**src/hw/rtl/setr_pkg.sv**
```systemverilog
`default_nettype none

package setr_pkg;

	// Field widths fixed by the stream format.
	localparam int SAMPLE_W   = 16;
	localparam int ENERGY_W   = 32;
	localparam int SUM_W      = 41;
	localparam int IDX_W      = 32;
	localparam int WLEN_W     = 10;
	localparam int FADE_W     = 20;
	localparam int CH_W       = 2;
	localparam int CFG_IDX_W  = 3;
	localparam int CFG_DATA_W = 41;

	localparam logic [IDX_W-1:0] IDX_MAX = '1;

	// Register indexes of the configuration port.
	localparam logic [CFG_IDX_W-1:0] REG_WINDOW_LEN    = 3'd0;
	localparam logic [CFG_IDX_W-1:0] REG_MIN_ENERGY    = 3'd1;
	localparam logic [CFG_IDX_W-1:0] REG_FADE_LEN      = 3'd2;
	localparam logic [CFG_IDX_W-1:0] REG_CLEAN_INTRO   = 3'd3;
	localparam logic [CFG_IDX_W-1:0] REG_CLEAN_OUTRO   = 3'd4;
	localparam logic [CFG_IDX_W-1:0] REG_CHANNEL_COUNT = 3'd5;

	// Reset values of the configuration registers.
	localparam logic [WLEN_W-1:0] RST_WINDOW_LEN    = 10'd480;
	localparam logic [SUM_W-1:0]  RST_MIN_ENERGY    = 41'd322102887;
	localparam logic [FADE_W-1:0] RST_FADE_LEN      = 20'd4800;
	localparam logic [CH_W-1:0]   RST_CHANNEL_COUNT = 2'd2;

	typedef struct packed {
		logic [WLEN_W-1:0] window_len;
		logic [SUM_W-1:0]  min_energy;
		logic [FADE_W-1:0] fade_len;
		logic              clean_intro;
		logic              clean_outro;
		logic [CH_W-1:0]   channel_count;
	} cfg_t;

	// Word passed from the ring stage to the detection stage.
	typedef struct packed {
		logic                    last;
		logic [IDX_W-1:0]        idx;
		logic signed [ENERGY_W:0] delta;
	} mid_t;

endpackage

`default_nettype wire

```
**src/hw/rtl/setr_result_if.sv**
```systemverilog
`default_nettype none

interface setr_result_if;
	logic        valid;
	logic        ready;
	logic        active;
	logic        done_res;
	logic        found;
	logic [31:0] trim_start;
	logic [31:0] trim_end;
	logic [31:0] frame_count;

	modport source(output valid, output active, output done_res, output found,
		output trim_start, output trim_end, output frame_count, input ready);
	modport sink(input valid, input active, input done_res, input found,
		input trim_start, input trim_end, input frame_count, output ready);
endinterface

`default_nettype wire

```
**src/hw/rtl/setr_tail.sv**
```systemverilog
`default_nettype none

module setr_tail (
	input  logic           clk,
	input  logic           arst_n,
	input  setr_pkg::cfg_t cfg,
	input  logic           mid_valid,
	input  setr_pkg::mid_t mid,
	output logic           mid_ready,
	setr_result_if.source  results
);

	localparam int IW = setr_pkg::IDX_W;
	localparam int SW = setr_pkg::SUM_W;

	function automatic logic [IW-1:0] sat_sub(input logic [IW-1:0] a, input logic [IW-1:0] b);
		return (a <= b) ? '0 : a - b;
	endfunction

	// Running window sum and stream activity record.
	logic [SW-1:0] sum_q;
	logic          seen_q;
	logic [IW-1:0] first_q;
	logic [IW-1:0] lastact_q;

	// Stage 3: updated window sum.
	logic          v3_s3;
	logic [SW-1:0] sum_s3;
	logic          last_s3;
	logic [IW-1:0] idx_s3;

	// Stage 4: activity decision and stream summary.
	logic          v4_s4;
	logic          act_s4;
	logic          last_s4;
	logic          found_s4;
	logic [IW-1:0] first_s4;
	logic [IW-1:0] lastact_s4;
	logic [IW-1:0] idx_s4;

	// Output register.
	logic          out_valid_q;
	logic          active_q;
	logic          done_q;
	logic          found_q;
	logic [IW-1:0] trim_start_q;
	logic [IW-1:0] trim_end_q;
	logic [IW-1:0] frame_count_q;

	logic              en3;
	logic              en4;
	logic              en_out;
	logic signed [SW:0] sum_ext;
	logic [SW-1:0]     sum_new;
	logic              act;
	logic [IW-1:0]     first_next;
	logic [IW-1:0]     lastact_next;
	logic [IW-1:0]     fc;
	logic [IW-1:0]     start_val;
	logic [IW-1:0]     end_val;
	logic [setr_pkg::FADE_W:0] end_back;

	assign en_out    = !out_valid_q || results.ready;
	assign en4       = !v4_s4 || en_out;
	assign en3       = !v3_s3 || en4;
	assign mid_ready = en3;

	// Window sum update, held at zero should it ever go negative.
	assign sum_ext = $signed({1'b0, sum_q}) + (SW + 1)'(mid.delta);
	assign sum_new = sum_ext[SW] ? '0 : sum_ext[SW-1:0];

	always_ff @(posedge clk or negedge arst_n) begin
		if (!arst_n) begin
			sum_q <= '0;
			v3_s3 <= 1'b0;
		end else begin
			if (en3) begin
				v3_s3 <= mid_valid;
			end
			if (mid_valid && en3) begin
				sum_q <= mid.last ? '0 : sum_new;
			end
		end
	end

	always_ff @(posedge clk) begin
		if (mid_valid && en3) begin
			sum_s3  <= sum_new;
			last_s3 <= mid.last;
			idx_s3  <= mid.idx;
		end
	end

	// Threshold compare and first/last active frame tracking.
	assign act          = sum_s3 >= cfg.min_energy;
	assign first_next   = (act && !seen_q) ? idx_s3 : first_q;
	assign lastact_next = act ? idx_s3 : lastact_q;

	always_ff @(posedge clk or negedge arst_n) begin
		if (!arst_n) begin
			seen_q    <= 1'b0;
			first_q   <= '0;
			lastact_q <= '0;
			v4_s4     <= 1'b0;
		end else begin
			if (en4) begin
				v4_s4 <= v3_s3;
			end
			if (v3_s3 && en4) begin
				if (last_s3) begin
					seen_q    <= 1'b0;
					first_q   <= '0;
					lastact_q <= '0;
				end else begin
					seen_q    <= seen_q || act;
					first_q   <= first_next;
					lastact_q <= lastact_next;
				end
			end
		end
	end

	always_ff @(posedge clk) begin
		if (v3_s3 && en4) begin
			act_s4     <= act;
			last_s4    <= last_s3;
			found_s4   <= seen_q || act;
			first_s4   <= first_next;
			lastact_s4 <= lastact_next;
			idx_s4     <= idx_s3;
		end
	end

	// Trim points; pulling the end back twice is one subtraction of twice
	// the fade length.
	assign fc        = (idx_s4 == setr_pkg::IDX_MAX) ? idx_s4 : idx_s4 + 1'b1;
	assign end_back  = (cfg.clean_intro && !cfg.clean_outro) ?
		{cfg.fade_len, 1'b0} : {1'b0, cfg.fade_len};
	assign start_val = cfg.clean_intro ? sat_sub(first_s4, IW'(cfg.fade_len)) : '0;
	assign end_val   = sat_sub(lastact_s4, IW'(end_back));

	always_ff @(posedge clk or negedge arst_n) begin
		if (!arst_n) begin
			out_valid_q <= 1'b0;
		end else if (en_out) begin
			out_valid_q <= v4_s4;
		end
	end

	always_ff @(posedge clk) begin
		if (v4_s4 && en_out) begin
			active_q      <= act_s4;
			done_q        <= last_s4;
			found_q       <= last_s4 && found_s4;
			trim_start_q  <= (last_s4 && found_s4) ? start_val : '0;
			trim_end_q    <= (last_s4 && found_s4) ? end_val : '0;
			frame_count_q <= last_s4 ? fc : '0;
		end
	end

	assign results.valid       = out_valid_q;
	assign results.active      = active_q;
	assign results.done_res    = done_q;
	assign results.found       = found_q;
	assign results.trim_start  = trim_start_q;
	assign results.trim_end    = trim_end_q;
	assign results.frame_count = frame_count_q;

`ifndef SYNTHESIS
	a_sum_cleared: assert property (@(posedge clk) disable iff (!arst_n)
		mid_valid && en3 && mid.last |=> sum_q == '0)
		else $error("window sum not cleared after the last frame");
	a_idle_record: assert property (@(posedge clk) disable iff (!arst_n)
		!seen_q |-> first_q == '0 && lastact_q == '0)
		else $error("activity record set without any active frame");
	a_order: assert property (@(posedge clk) disable iff (!arst_n)
		seen_q |-> first_q <= lastact_q)
		else $error("first active frame after last active frame");
`endif

endmodule

`default_nettype wire

```
**src/flat_wrapper.sv**
```systemverilog
// flat-port wrapper written by rule: the top's interface ports become plain ports
module setr_tail_flat 
  (clk, arst_n, cfg, mid_valid, mid, mid_ready, results_valid, results_active, results_done_res, results_found, results_trim_start, results_trim_end, results_frame_count, results_ready);
  setr_result_if results_i ();
  input  logic clk;
  input  logic arst_n;
  input  setr_pkg::cfg_t cfg;
  input  logic mid_valid;
  input  setr_pkg::mid_t mid;
  output logic mid_ready;
  output wire logic [$bits(results_i.valid)-1:0] results_valid;
  output wire logic [$bits(results_i.active)-1:0] results_active;
  output wire logic [$bits(results_i.done_res)-1:0] results_done_res;
  output wire logic [$bits(results_i.found)-1:0] results_found;
  output wire logic [$bits(results_i.trim_start)-1:0] results_trim_start;
  output wire logic [$bits(results_i.trim_end)-1:0] results_trim_end;
  output wire logic [$bits(results_i.frame_count)-1:0] results_frame_count;
  input wire logic [$bits(results_i.ready)-1:0] results_ready;
  assign results_valid = results_i.valid;
  assign results_active = results_i.active;
  assign results_done_res = results_i.done_res;
  assign results_found = results_i.found;
  assign results_trim_start = results_i.trim_start;
  assign results_trim_end = results_i.trim_end;
  assign results_frame_count = results_i.frame_count;
  assign results_i.ready = results_ready;
  setr_tail u_core (.clk(clk), .arst_n(arst_n), .cfg(cfg), .mid_valid(mid_valid), .mid(mid), .mid_ready(mid_ready), .results(results_i));
endmodule
```
**config.mk**
```make
export PLATFORM = sky130hd
export DESIGN_NAME = setr_tail_flat
export DESIGN_NICKNAME = d
export VERILOG_FILES = /design/src/hw/rtl/setr_pkg.sv /design/src/hw/rtl/setr_result_if.sv /design/src/hw/rtl/setr_tail.sv /design/src/flat_wrapper.sv
export SDC_FILE = /design/constraint.sdc
export NUM_CORES = 1
export LEC_CHECK = 0
export BUFFER_PORTS_ARGS = -buffer_cell sky130_fd_sc_hd__clkbuf_2
export CAP_MARGIN = 20
export CORE_MARGIN = 2
export CORE_UTILIZATION = 42
export DETAILED_ROUTE_END_ITERATION = 10
export GPL_ROUTABILITY_DRIVEN = 0
export PLACE_DENSITY = 0.68
export SYNTH_ARGS = -nofsm -noshare
export SYNTH_HDL_FRONTEND = slang
export SYNTH_SLANG_ARGS = --single-unit
```
**constraint.sdc**
```tcl
create_clock -name clk -period 4.5 [get_ports clk]
set_input_delay 0.9 -clock clk [delete_from_list [all_inputs] [get_ports clk]]
set_output_delay 0.9 -clock clk [all_outputs]
set_load 0.05 [all_outputs]
```
# ---- Yosys cells after proc, flatten, opt, wreduce, memory -nomap -nowiden
# Index checks and enable logic that the tools add are counted.
dict set report totals {
  regBits 381
  inputBits 145
  output_inout_bits 101
  wordCells 58
}
dict set report op_classes {
  addsub 4
  magnitude_cmp 3
  n_eq_ne 1
  muxes 9
  bitwise_logic 2
  n_reduce_logical 17
}
# operator count
set op_table {}
lappend op_table {{32-bit 2-to-1 mux} 5}
lappend op_table {{41-bit 2-to-1 mux} 2}
lappend op_table {{42-bit by 33-bit adder with 42-bit output} 1}
lappend op_table {{41-bit greater-or-equal comparator} 1}
lappend op_table {{32-bit by 1-bit adder with 32-bit output, second input constant} 1}
lappend op_table {{32-bit equality test, second input constant} 1}
lappend op_table {{32-bit by 20-bit less-or-equal comparator with 1-bit output} 1}
lappend op_table {{32-bit by 21-bit less-or-equal comparator with 1-bit output} 1}
lappend op_table {{32-bit by 20-bit subtractor with 32-bit output} 1}
lappend op_table {{32-bit by 21-bit subtractor with 32-bit output} 1}
lappend op_table {{21-bit 2-to-1 mux} 1}
lappend op_table {{1-bit logical AND} 6}
lappend op_table {{1-bit logical NOT} 5}
lappend op_table {{1-bit logical OR} 4}
lappend op_table {{3-bit OR reduction} 1}
lappend op_table {{1-bit inverter} 2}
lappend op_table {{2-bit OR reduction} 1}
lappend op_table {{1-bit 2-to-1 mux} 1}

# ---- Depth between registers and ports, before layout
# Gate-level depths: netlist (run 1).
dict set report logic_depth {
  ltp_word 5
  depth_mapped 16
  mapped_depth_nobuf 14
}

# ---- Worst setup path after synthesis (run 1)
# Ideal clock, no wire load.
dict set report synth_path {
  path_kind {input to register}
  from {in cfg[2] (netlist name)}
  to {reg u_core.trim_end_q[28], in the netlist u_core.results.trim_end[28], data pin}
  setup_ns 0.254
  arrival_time_ns 3.906
  required_time_ns 4.246
  path_slack_ns 0.340
  cell_stages 15
  path_buffers 1
  path_cell_list {nand2b_1 > clkbuf_1 > and2_1 > ha_1 > inv_1 > fa_1 > a21o_1 > a21oi_1 > o21ai_0 > a2111oi_0 > nor2_1 > a31o_2 > a2111oi_0 > xnor2_1 > nor2_1}
}
dict set report synth_between {
  elab_chain_cells 5
  word_cells_on_any_way 6
  cone_classes {add/sub: 1; order compare: 1; mux: 1; reduce/logical: 3}
}
# element line
set synth_rtl {}
lappend synth_rtl {{start: declaration} flat_wrapper.sv:7} ;# input setr_pkg::cfg_t cfg;
lappend synth_rtl {{1-bit logical NOT (*)} setr_tail.sv:137} ;# assign end_back = (cfg.clean_intro && !cfg.clean_outro) ?
lappend synth_rtl {{1-bit logical AND (*)} setr_tail.sv:137}
lappend synth_rtl {{21-bit 2-to-1 mux (*)} setr_tail.sv:137}
lappend synth_rtl {{32-bit by 21-bit less-or-equal comparator with 1-bit output} setr_tail.sv:17} ;# return (a <= b) ? '0 : a - b;
lappend synth_rtl {{2-bit OR reduction (no line)} -}
lappend synth_rtl {{end signal: assignment} setr_tail.sv:156} ;# trim_end_q <= (last_s4 && found_s4) ? end_val : '0;
lappend synth_rtl {{end: declaration} setr_tail.sv:47} ;# logic [IW-1:0] trim_end_q;
# Every way passes the cells marked *; elsewhere a longest branch is shown, timed or not.
# A chain may end at the register's enable or synchronous reset.

# ---- Final worst setup path (run 1)
# Same ends and word-level chain as after synthesis.

==> results of run 1 <==
[report_power, final]
group | internal [uW] | total [uW] | switching, uW
Sequential | 4680 | 5200 | 523
Combinational | 1670 | 4300 | 2630
Clock | 1930 | 3360 | 1430
[critical path, cell delays in order]
cell and delay, ps:
clkbuf_2 70, nand2b_1 230, buf_4 280, nor2_1 60, a21oi_1 260, ha_1 340, a21oi_1 190, nor3b_1 320
inv_1 60, a2111oi_0 320, nor2_1 130, a31o_2 260, a2111oi_0 500, xnor2_1 170, nor2_1 60
[per-stage QoR]
step	total power (uW)	area [sq um]
5_1_grt	13580	24530
3_5_place_dp	9514	23180
2_1_floorplan	8303	21180
3_3_place_gp	9389	23180
6_report	12860	24530
4_1_cts	12940	24530
[layer usage]
layer  up-vias  GRT usage [%]
met2       455          36.12
met1      7802          25.85
met4         0          7.618
met5         -              0
li1       7669              -
met3       105          3.643
[layout by cell type, fill, tap and decap left out, types with 11 or more instances in the layout]
cell type | synthesis | layout
edfxtp_1 | 272 | 272
clkbuf_2 | 0 | 232
nand2_1 | 149 | 148
nor2_1 | 135 | 133
ha_1 | 124 | 124
a21oi_1 | 121 | 121
dfrtp_1 | 109 | 108
inv_1 | 109 | 107
o21ai_0 | 81 | 81
nand3_1 | 69 | 69
mux2_2 | 64 | 64
xnor2_1 | 59 | 59
nand2b_1 | 47 | 47
a21o_1 | 46 | 46
clkbuf_16 | 0 | 45
or4_1 | 44 | 44
nor2b_1 | 43 | 43
o21ai_1 | 40 | 40
and2_1 | 40 | 39
xor2_1 | 36 | 36
buf_4 | 10 | 33
nor3_1 | 32 | 32
a22o_1 | 32 | 32
nand4_1 | 28 | 28
or3_1 | 18 | 18
clkbuf_1 | 61 | 14
o21bai_1 | 13 | 13
a21boi_0 | 13 | 13
o31ai_1 | 13 | 13
and3_1 | 12 | 12
nor4_1 | 12 | 12
o21a_1 | 11 | 11
clkinv_2 | 0 | 11
[final cells by class]
type	count	area [sq um]
clock buffers	61	1206
clock inverters	19	136.4
fillers	4490	25440
inverters	109	410.4
multi-input cells	1390	9508
flip-flops and latches	381	10900
well taps	672	840.8
repair buffers	271	1529
[synth_stat cells, types with 3 or more instances]
cell type and n:
or3_1 18, nor4_1 12, xnor2_1 59, clkbuf_1 61, inv_1 109, o211ai_1 8
o31a_1 3, nand2_1 149, a2111oi_0 3, mux2i_1 6, buf_4 10, o2111ai_1 4
o31ai_1 13, and2_1 40, buf_2 13, nand4_1 28, o31ai_2 3, xor2_1 36
or2_2 8, o21bai_1 13, and4_1 5, ha_1 124, a22o_1 32, o21ai_0 81
and3_1 12, mux2_2 64, o22ai_1 5, nand3_1 69, dfrtp_1 109, o21a_1 11
nand2b_1 47, a31oi_1 8, edfxtp_1 272, fa_1 3, or4_1 44, nor2b_1 43
a21boi_0 13, a21oi_1 121, o21ai_1 40, nor3_1 32, o41ai_1 3, a211oi_1 6
a21o_1 46, nor2_1 135
[cells by family after synthesis]
kind of cell / count (synthesis) / synth area share, %
DFF: 381 / 51.45
adders and majority gates: 127 / 7.610
buffers and inverters: 197 / 3.805
and+or+nand+nor: 649 / 15.59
AOI/OAI and AO/OA: 448 / 13.85
xor gates and xnor gates: 96 / 4.006
muxes: 70 / 3.687
[path summary, 6_finish.rpt]
| kind | start | endpoint | cells after the start |
|---|---|---|---|
| worst max-delay path | cfg[2] | u_core.results.trim_end[28] | 15 |
| worst min-delay path | arst_n | u_core.sum_q[34] | 1 |
| worst max register to register | u_core.sum_s3[39] | u_core.first_s4[1] | 10 |
| worst min register to register | u_core.act_s4 | u_core.results.active | 0 |
| max in group asynchronous | arst_n | u_core.seen_q | 2 |
| min in group clk | u_core.act_s4 | u_core.results.active | 0 |
==> flow_summary.yaml, run 1 <==
sta:
  fin_skew_ps: 30.54
  max_freq_mhz: 258.9
  slew_headroom_pct: 34.20
  finalMaxSlewViolations: 0
  worst_slack_ps: 637.5
  finalSetupViolCount: 0
  min_period_ps: 3863
  tightest_slew_ps: 987.0
  hold_slack_ps: 456.6
  final.period_utilization_pct: 85.83
  tns_ps: 0
  hold_viol: 0
  rsz0062_at_grt: "false"
routing:
  postRouteAntennaNets: 0
  num_vias: 16030
  via_per_inst: 5.522
  wire_per_inst_microns: 18.91
  wl_met1_microns: 22710
  dr_wl_met3_microns: 3094
  routed_wl_microns: 54890
  top_layer: "met4"
  drc_errors: 0
  dr_wl_met2_microns: 27170
  dr.first_iter.drc_count: 1028
  first_pass_iters: 5
placed_design:
  dp.cells: 2823
  post-place-ws_ps: 98.17
  io_buffer_count: 233
  dp_hpwl_microns: 39900
synthesis:
  synthArstFlopShare_pct: 28.61
  yosysTopAreaCellShare_pct: 38.57
  synth_largest_area_cell: "edfxtp_1"
  avgSynthCellArea_sq_um: 10.76
  synth_ff_type: "edfxtp_1"
  netlist_area_sq_um: 21180
  yosysSeqAreaShare_pct: 51.45
  mappedNetlistNets: 2240
  syn_inst: 1968
  ys_types: 79
  synth_edf_count: 272
  yosys_warnings: 0
  netlist_top_cells_area: "edfxtp_1, dfrtp_1, ha_1"
  ys_seq_elements: 381
clocking:
  post_cts_resized: 0
  cts-root-buf: "clkbuf_16"
  htree_levels: 2
  clk_latency_ps: 570
  cts_buffers: 43
  clock_path_buffers: 3
  cts.sinks: 381
  cts_hold_buf: 0
  clk_pin_slew_worst_paths_ps: 60
  cts_tree: "built"
  cts_setup_buffers: 0
worst_setup_path:
  crit_path_end_kind: "flip-flop"
  cp.arrival_ps: 4170
  required_ps: 4810
  cp_max_fo: 23
  startpoint_type: "input port"
  r2r_slack_ps: 1050
  critPathKind: "input port to flip-flop"
floorplan:
  fp.dieW_microns: 228.6
  core_area_sq_um: 49970
  dieArea_sq_um: 52240
  io-pin-count: 246
  die_height_microns: 228.6
  rows: 82
  initial_core_util_pct: 42.38
layout:
  final_util_pct: 49.09
  instances_no_fill: 2903
  area_growth_pct: 15.82
  reg.largest.list: "u_core.sum_q (41), u_core.sum_s3 (41)"
  finalNetCount: 2468
  num_antenna_cells: 0
  drive_gt1_share_pct: 19.27
grt:
  grt_start_max_net_pins: 68
  gr-total-overflow: 0
  grt_use_total_pct: 20.77
  grt_pass1_vias: 15850
  antenna_found_initial: 0
  grt_pass1_wl_microns: 85860
min_path:
  hp-class: "input port to async pin"
pwr:
  p_leak_uw: 0.01049
  vdd_ir_drop_max_mv: 0.2930
  p_per_area_nw_per_um2: 524.3
job:
  drv_cap: 0
status:
  status: "complete, no violations"
Power figures use the tool's default switching activity.
==> run 2: changes to the inputs <==
- CELL_PAD_IN_SITES_DETAIL_PLACEMENT: not set -> 1
- CELL_PAD_IN_SITES_GLOBAL_PLACEMENT: not set -> 1
- PLACE_DENSITY: 0.68 -> 0.8
==> run 2 against run 1 <==
  * Sequential power barely moved
  * Combinational power rose by 5.3%
  * Critical path type unchanged
  * Design area rose by 0.70%
  * Power rose by 3.2%
  * Sequential share of layout area fell by 0.31 points
  * Clock power rose by 5%
  * Hold slack got worse by 34 ps
  * Non-clock buffer count rose by 8
  * Global-route usage rose by 3.1 points
  * Via count rose by 2.4%
  * Wire length rose by 15%
==> flow_summary.yaml, run 2 (synthesis results as in run 1) <==
pwr:
  p_leak_uw: 0.01057
  vdd_ir_drop_max_mv: 0.2964
  p_per_area_nw_per_um2: 537.5
worst_setup_path:
  path_cells: "clkbuf_2 > nand2b_1 > buf_4 > buf_4 > nor2_1 > a21oi_1 > ha_1 > a21oi_1 > nor3b_1 > buf_4 > a21oi_1 > a21oi_1 > nor2_1 > a31o_2 > nor3_1 > or2_2 > buf_12 > nor3_1"
  critPathKind: "input port to flip-flop"
  worstSetupEndpoint: "u_core.results.trim_end[3]"
  r2r_start: "u_core.sum_q[1]"
  r2r_cells: 10
  critPathLaunch: "cfg[2]"
  slowest_delay_ps: 370
  r2r_slack_ps: 1020
  crit_path_end_kind: "flip-flop"
  cp.arrival_ps: 4340
  required_ps: 4910
  r2r-end: "u_core.sum_q[38]"
  startpoint_type: "input port"
  cp_max_fo: 25
  cpMostUsedCell: "a21oi_1"
  slowest_stage: "or2_2"
routing:
  first_pass_iters: 7
  num_vias: 16410
  routed_wl_microns: 62940
  via_per_inst: 5.633
  wire_per_inst_microns: 21.61
  dr.first_iter.drc_count: 1084
  drc_errors: 0
  postRouteAntennaNets: 0
clocking:
  cts_setup_buffers: 0
  clk_latency_ps: 590
  cts_buffers: 43
  cts-root-buf: "clkbuf_16"
  cts_tree: "built"
  htree_levels: 2
  cts_hold_buf: 0
  clock_path_buffers: 3
  cts.sinks: 381
  post_cts_resized: 0
  clk_pin_slew_worst_paths_ps: 60
grt:
  grt_use_total_pct: 23.89
  antenna_found_initial: 4
  grt_pass1_vias: 17670
  grt_pass1_wl_microns: 98340
  gr-total-overflow: 0
  grt_start_max_net_pins: 89
placed_design:
  post-place-ws_ps: 87.99
  dp_hpwl_microns: 46380
  io_buffer_count: 233
layout:
  layout_common_cells: "edfxtp_1, clkbuf_2, nand2_1, nor2_1, ha_1"
  layout_commonest_cell: "edfxtp_1"
  reg.largest.list: "u_core.sum_q (41), u_core.sum_s3 (41)"
  finalNetCount: 2476
  drive_gt1_share_pct: 19.71
  area_growth_pct: 16.63
sta:
  slew_headroom_pct: 31.22
  hold_slack_ps: 422.3
  finalSetupViolCount: 0
  min_period_ps: 3925
  fin_skew_ps: 26.03
  finalMaxSlewViolations: 0
  tns_ps: 0
  max_freq_mhz: 254.8
  hold_viol: 0
  rsz0062_at_grt: "false"
  final.period_utilization_pct: 87.22
  tightest_slew_ps: 1032
  worst_slack_ps: 574.9
floorplan:
  dieArea_sq_um: 52240
  die_height_microns: 228.6
  core_area_sq_um: 49970
  initial_core_util_pct: 42.38
  io-pin-count: 246
  rows: 82
  fp.dieW_microns: 228.6
job:
  drv_cap: 0
min_path:
  hp-class: "input port to async pin"
status:
  status: "complete, no violations"
-- run 2: per-stage QoR --
stage	std cells	power, uW	area (sq um)	util [%]
after floorplan	1968	8303	21180	-
after global placement	2831	9486	23270	46.58
after detailed placement	2831	9750	23270	46.58
after CTS	2910	13340	24690	49.42
after global routing	2912	13960	24700	49.43
final	2913	13280	24700	49.43
-- run 2: metal layers --
metal | wire, microns | track usage [%] | part of all wire, % | vias to the layer above
li1 | - | - | - | 7672
met1 | 24920 | 27.66 | 40 | 8212
met2 | 32440 | 43.40 | 52 | 391
met3 | 2533 | 3.481 | 4.0 | 132
met4 | 3041 | 11.15 | 4.8 | 2
met5 | 16 | 0 | 0.025 | -
-- run 2: worst max-delay path: cells and delay by family --
| family | cells | cell delay (ps) |
|---|---|---|
| AND/OR/NAND/NOR | 7 | 1290 |
| adder cells (fa/ha/maj) | 1 | 330 |
| buffers and inverters | 5 | 890 |
| AO/OA/AOI/OAI | 5 | 920 |
-- run 2: cell type report --
type,count,area (sq um)
well taps,672,840.8
inverters,109,410.4
repair buffers,279,1614
flip-flops and latches,381,10900
clock inverters,18,182.7
fillers,5542,25270
multi-input cells,1390,9513
diodes,3,7.507
clock buffers,61,1234
-- run 2: power breakdown --
group	internal, uW	total (uW)	leakage, uW	switching [uW]
Sequential	4680	5210	0.00414	531
Clock	2040	3530	0.000694	1490
Combinational	1700	4530	0.00573	2830
Total	8420	13300	0.0106	4860
-- run 2: worst min-delay path by stage --
stage	to	cells after the start	startpoint
after floorplan	u_core.results.active	0	u_core.act_s4
after global placement	u_core.sum_q[29]	2	u_core.sum_q[29]
after detailed placement	u_core.results.active	0	u_core.act_s4
after CTS	u_core.sum_q[30]	1	arst_n
after global routing	u_core.sum_q[30]	1	arst_n
final	u_core.sum_q[30]	1	arst_n
